**config.mk**
```make
export PLATFORM = sky130hd
export DESIGN_NAME = bult_ctrl
export DESIGN_NICKNAME = d
export VERILOG_FILES = /design/src/design/bult_pkg.sv /design/src/design/bult_ctrl.sv
export SDC_FILE = /design/constraint.sdc
export NUM_CORES = 1
export LEC_CHECK = 0
export ABC_AREA = 1
export BUFFER_PORTS_ARGS = -buffer_cell sky130_fd_sc_hd__buf_2
export CORE_MARGIN = 3
export CORE_UTILIZATION = 40
export DETAILED_ROUTE_END_ITERATION = 6
export GPL_ROUTABILITY_DRIVEN = 0
export PLACE_DENSITY = 0.63
export SYNTH_ARGS = -nofsm -noshare
export SYNTH_HDL_FRONTEND = slang
export SYNTH_SLANG_ARGS = --single-unit
```
**constraint.sdc**
```tcl
create_clock -name clk -period 1.9 [get_ports clk]
set_input_delay 0.19 -clock clk [delete_from_list [all_inputs] [get_ports clk]]
set_output_delay 0.19 -clock clk [all_outputs]
set_load 0.02 [all_outputs]
```
**src/design/bult_pkg.sv**
```systemverilog
// Shared types and constants for the block undo log tracker.
// Holds the transaction payload structs, status and opcode codes, and the
// command and status bundles passed between controller and datapath.
package bult_pkg;

  localparam int LOG_DEPTH   = 256;
  localparam int BLOCK_COUNT = 65536;

  localparam int BLOCK_W     = 16;
  localparam int SLOT_W      = 8;
  localparam int LIMIT_W     = 9;
  localparam int CFG_INDEX_W = 2;
  localparam int CFG_DATA_W  = 9;

  localparam int LOG_AW   = $clog2(LOG_DEPTH);
  localparam int COUNT_W  = $clog2(LOG_DEPTH + 1);
  localparam int BLOCK_AW = $clog2(BLOCK_COUNT);

  // The saved-block bitmap is kept as rows of MARK_W bits.
  localparam int MARK_W     = 64;
  localparam int MARK_BIT_W = $clog2(MARK_W);
  localparam int MARK_ROWS  = BLOCK_COUNT / MARK_W;
  localparam int MARK_AW    = $clog2(MARK_ROWS);

  localparam logic [CFG_INDEX_W-1:0] CFG_BITMAP_MODE    = CFG_INDEX_W'(0);
  localparam logic [CFG_INDEX_W-1:0] CFG_CAPACITY_LIMIT = CFG_INDEX_W'(1);

  localparam logic               BITMAP_MODE_RESET    = 1'b1;
  localparam logic [LIMIT_W-1:0] CAPACITY_LIMIT_RESET = LIMIT_W'(256);

  typedef enum logic {
    OP_WRITE = 1'b0,
    OP_POP   = 1'b1
  } opcode_t;

  typedef enum logic [2:0] {
    ST_ALREADY = 3'd0,
    ST_SAVE    = 3'd1,
    ST_FULL    = 3'd2,
    ST_RESTORE = 3'd3,
    ST_EMPTY   = 3'd4
  } status_t;

  typedef struct packed {
    opcode_t              opcode;
    logic [BLOCK_W-1:0]   block_number;
  } item_t;

  typedef struct packed {
    status_t              status;
    logic [SLOT_W-1:0]    slot;
    logic [BLOCK_W-1:0]   restore_block;
  } result_t;

  typedef struct packed {
    logic load_item;
    logic clear_row;
    logic scan_start;
    logic scan_step;
    logic decide;
    logic res_empty;
    logic pop_latch;
    logic pop_commit;
    logic out_load;
  } cmd_t;

  typedef struct packed {
    logic clear_last;
    logic op_pop;
    logic count_zero;
    logic bitmap_mode;
    logic scan_done;
    logic out_free;
  } sts_t;

endpackage

```
**src/design/bult_ctrl.sv**
```systemverilog
// Controller state machine of the block undo log tracker.
// Sequences bitmap clearing, lookups, log updates and result hand-off.
// Depends on bult_pkg.
module bult_ctrl (
  input  logic           clk,
  input  logic           rst,
  input  logic           item_valid,
  output logic           item_stall,
  input  bult_pkg::sts_t sts,
  output bult_pkg::cmd_t cmd
);

  typedef enum logic [9:0] {
    S_CLEAR     = 10'b00_0000_0001,
    S_IDLE      = 10'b00_0000_0010,
    S_CHECK     = 10'b00_0000_0100,
    S_SCAN      = 10'b00_0000_1000,
    S_DECIDE    = 10'b00_0001_0000,
    S_POP_READ  = 10'b00_0010_0000,
    S_POP_DATA  = 10'b00_0100_0000,
    S_POP_MARK  = 10'b00_1000_0000,
    S_POP_WRITE = 10'b01_0000_0000,
    S_OUTQ      = 10'b10_0000_0000
  } state_t;

  state_t state;
  state_t state_next;

  always_comb begin
    state_next = state;
    cmd        = '0;
    item_stall = 1'b1;
    unique case (state)
      S_CLEAR: begin
        cmd.clear_row = 1'b1;
        if (sts.clear_last) begin
          state_next = S_IDLE;
        end
      end
      S_IDLE: begin
        item_stall = 1'b0;
        if (item_valid) begin
          cmd.load_item = 1'b1;
          state_next    = S_CHECK;
        end
      end
      S_CHECK: begin
        if (sts.op_pop) begin
          if (sts.count_zero) begin
            cmd.res_empty = 1'b1;
            state_next    = S_OUTQ;
          end else begin
            state_next = S_POP_READ;
          end
        end else if (sts.bitmap_mode) begin
          state_next = S_DECIDE;
        end else begin
          cmd.scan_start = 1'b1;
          state_next     = S_SCAN;
        end
      end
      S_SCAN: begin
        cmd.scan_step = 1'b1;
        if (sts.scan_done) begin
          state_next = S_DECIDE;
        end
      end
      S_DECIDE: begin
        cmd.decide = 1'b1;
        state_next = S_OUTQ;
      end
      S_POP_READ: begin
        state_next = S_POP_DATA;
      end
      S_POP_DATA: begin
        cmd.pop_latch = 1'b1;
        state_next    = S_POP_MARK;
      end
      S_POP_MARK: begin
        state_next = S_POP_WRITE;
      end
      S_POP_WRITE: begin
        cmd.pop_commit = 1'b1;
        state_next     = S_OUTQ;
      end
      S_OUTQ: begin
        if (sts.out_free) begin
          cmd.out_load = 1'b1;
          state_next   = S_IDLE;
        end
      end
      default: begin
        state_next = S_IDLE;
      end
    endcase
  end

  always_ff @(posedge clk) begin
    if (rst) begin
      state <= S_CLEAR;
    end else begin
      state <= state_next;
    end
  end

endmodule

```
## After elaboration in Yosys (flattened, before gate mapping)

Index checks and enable logic that the tools add are counted.

| word-level totals | value |
|---|---|
| register bits | 10 |
| output and inout bits | 10 |
| logic and storage cells | 41 |

| cells by class | value |
|---|---|
| equal/unequal tests | 14 |
| mux-type cells | 24 |
| reductions and logical operators | 2 |

Operators with widths:

| cell | count |
|---|---|
| $pmux 10 s9 | 1 |
| $mux 10 | 6 |
| $mux 1 | 16 |
| $eq 10x1->1 const B | 1 |
| $eq 10x10->1 const B | 1 |
| $eq 10x2->1 const B | 1 |
| $eq 10x3->1 const B | 1 |
| $eq 10x4->1 const B | 1 |
| $eq 10x5->1 const B | 1 |
| $eq 10x6->1 const B | 1 |
| $eq 10x7->1 const B | 1 |
| $eq 10x8->1 const B | 1 |
| $eq 10x9->1 const B | 1 |
| $ne 2x2->1 const B | 4 |
| $mux 5 | 1 |
| $reduce_and 4->1 | 1 |
| $reduce_or 2->1 | 1 |

## Logic depth before layout (Yosys ltp)

| logic depth | value |
|---|---|
| word-level depth | 3 |
| gate-level depth with buffers | 10 |
| gate-level depth less buffers | 10 |

## Worst setup path before layout

OpenSTA, ideal clock, no wires.

| path | value |
|---|---|
| kind | reg-to-output |
| start | register state[6] |
| end | output cmd[7] (netlist name) |
| arrival time | 1.211 ns |
| setup slack | 0.499 ns |
| stages on the path, launching flop included | 4 |
| buffers on the path | 0 |
| path through | dfxtp_1 nor2_2 nand2_4 nor4_1 |

RTL lines:

| element | RTL line | text |
|---|---|---|
| from (decl) | bult_ctrl.sv:26 | `state_t state;` |
| from (signal assigned) | bult_ctrl.sv:102 | `state <= state_next;` |
| to (decl) | bult_ctrl.sv:10 | `output bult_pkg::cmd_t cmd` |

==> impl_results.md <==
- Worst EP arrival: 1.43 ns
- Number of antenna-violating nets in the routed design: 0
- Hold Crit Class: primary input to register
- Static Leak: 0.548 nW
- Post-synth cell types: 17
- Syn_nets: 123
- Slew headroom: 84.6%
- Final period util: 85.3%
- Hold_buf cts: 0
- Clk buf depth: 2
- Post-CTS Resized: 0
- Crit path max fanout: 6
- Status: finished, final reports clean
- Initial antenna violation count: 0
- Root Buffer: clkbuf_4
- CP dominant cell by count: nor2_2
- Slew Viols, Final: 0
- CTS tree: done
- P_int: 368 uW
- # Post-CTS Setup Buffers: 0
- Fin. Hold Viols: 0
- Gate power share: 19.4%
- Die H: 48.4 um
- I/O Buffers: 18
- Initial DRC Count: 16
- Fin worst setup slack: 0.280 ns
- Htree depth: 1
- DRC Markers: 0
- Sequential Power Share: 42.6%
- GRT Residual Overflow: 0
- Sequential cell area fraction in the yosys report: 27.9%
- Sw Share: 29.2%
- Critical path's slowest cell: dfxtp_1
- Crit path launch type: register
- Detailed Route WL: 1530 um
- Antenna diodes: 0
- Slew @ Worst Pin: 0.228 ns
- Yosys warning total: 0
- Final setup fails: 0
- Max Cap Viol: 0
- Clock transition at the registers of the reported paths: 0.07 ns
- Max incr delay on CP: 0.35 ns
- Critical setup path kind: register to primary output
- Vias per cell: 4.48
- Setup tns final: 0 ns
- Minimum clock period: 1.62 ns
- Worst path cell trace: nor2_2 > nand2_4 > nor2_4 > nand2_2 > nor2_2 > nand2_1 > inv_1 > buf_2
- Vias: 716
- DR pass1 iterations: 4
- Adder-Cell Fraction of Synth Area: 0%
- Die area: 2340 um^2
- Pin count of the biggest net entering global routing: 8
- Sink Count: 10
- Mux share of post-synthesis cell area: 0%
- Unrepaired setup endpoints after global routing: no
- Clock group share of total power: 38.0%
- Die width: 48.4 um
- Fin nets: 146
- FP Rows: 14
- Gr usage total: 14.4%
- Synth Instances: 114
- CORE AREA: 1590 um^2
- FF+latch count, synth: 10
- Max FFs per register: 10
- Regs by FF count: state x10
- Routed len/inst: 9.58 um
- Largest family of logic cells by synthesized area: simple AND/OR/NAND/NOR gates
- Highest clock rate: 0.617 GHz
- Synth Area in Simple Gates: 57.3%
- Post-DP HPWL: 1320 um
- IO Count: 19
- VDD IR max: 0.344 mV
- Clock Skew: 0.000287 ns
- Global-route wire length before repair: 2710 um
- Worst-Skew Late Latency: 0.27 ns
- Synth Area in Compound Gates: 0.697%
- Share of layout cells above drive strength 1: 33.8%
- Total CTS buffers: 3
- Vias in the first global route: 675
- Crit path required time: 1.71 ns
- Critical path endpoint category: primary output
- Place WS: 0.569 ns
- Largest Register: state
- Starting density of the core: 45.1%
- Cell area after synthesis: 718 um^2
- Area grow syn2layout: 21.8%
- Switching Power: 152 uW
- Synth Area in XOR/XNOR: 0%
- Power Density: 595 nW/um^2
- Mean post-synth cell area: 6.30 um^2
-- power groups by stage --
stage          Clock [mW]  Sequential, mW  Combinational [mW]
2_1_floorplan           0           0.225              0.0733
3_3_place_gp            0           0.226              0.0997
3_5_place_dp            0           0.227               0.101
4_1_cts             0.201           0.222               0.102
5_1_grt             0.209           0.223               0.114
6_report            0.198           0.222               0.101
-- stage by stage --
| stage | hold slack (ns) | util (%) | std cells | power, mW | instance area (um^2) |
|---|---|---|---|---|---|
| final | 0.103 | 54.9 | 160 | 0.520 | 875 |
| after detailed placement | 0.388 | 52.6 | 156 | 0.328 | 838 |
| after global routing | 0.106 | 54.9 | 160 | 0.545 | 875 |
| after CTS | 0.0977 | 54.9 | 160 | 0.524 | 875 |
| after global placement | 0.390 | 52.6 | 156 | 0.326 | 838 |
| after floorplan | 0.259 | - | 114 | 0.298 | 718 |
-- cell usage after synthesis --
cell	count	share of area [%]
nand2_1	25	13
inv_2	2	1.0
nand2_2	7	6.1
nand2_4	1	1.6
nand3b_2	1	1.6
nand3_2	1	1.4
nor2_2	7	6.1
nand3b_1	3	3.1
nor4b_1	1	1.2
inv_1	25	13
nand3_1	5	3.5
dfxtp_1	10	28
nor2_1	16	8.4
nand4_1	3	2.6
nor2_4	5	7.8
nor4_1	1	0.87
a21oi_1	1	0.70
-- cells by family after synthesis --
| kind of cell | count (synthesis) |
|---|---|
| simple gates | 76 |
| buf+inv | 27 |
| flops | 10 |
| compound gates | 1 |
-- area by class of cell --
class / instances / area (um^2)
fill: 171 / 719
multi-input combinational: 77 / 417
sequential: 10 / 200
inverter: 27 / 101
timing repair buffer: 18 / 90.1
clock buffer: 4 / 36.3
tap: 24 / 30.0
-- path summary, 6_finish.rpt --
| kind | start | to | slack (ns) | cells after the start |
|---|---|---|---|---|
| max | state[4] | cmd[6] | 0.28 | 8 |
| min | sts[3] | state[5] | 0.10 | 2 |
| min reg2reg | state[1] | state[1] | 0.57 | 2 |
| max reg2reg | state[4] | state[1] | 0.61 | 10 |
-- critical path, delay by kind of cell, from the launching register on --
kind	cells	cell delay (ns)
buffers and inverters	2	0.20
flip-flops	1	0.35
AND/OR/NAND/NOR	6	0.62
-- cell usage in the layout (no fill, tap or decap), types with 2 or more instances in the layout --
cell type   n
buf_2      18
clkbuf_4    3
dfxtp_1    10
inv_1      25
inv_2       2
nand2_1    25
nand2_2     7
nand3_1     5
nand3b_1    3
nand4_1     3
nor2_1     16
nor2_2      7
nor2_4      5
-- layer usage --
metal  vias to the layer above  wire (um)  global-route usage, %
met5                         -          0                      0
met3                         5         94                   2.76
li1                        383          -                      -
met1                       307        759                   19.2
met2                        21        645                   22.0
met4                         0         33                   7.11
(Power assumes the default switching activity.)
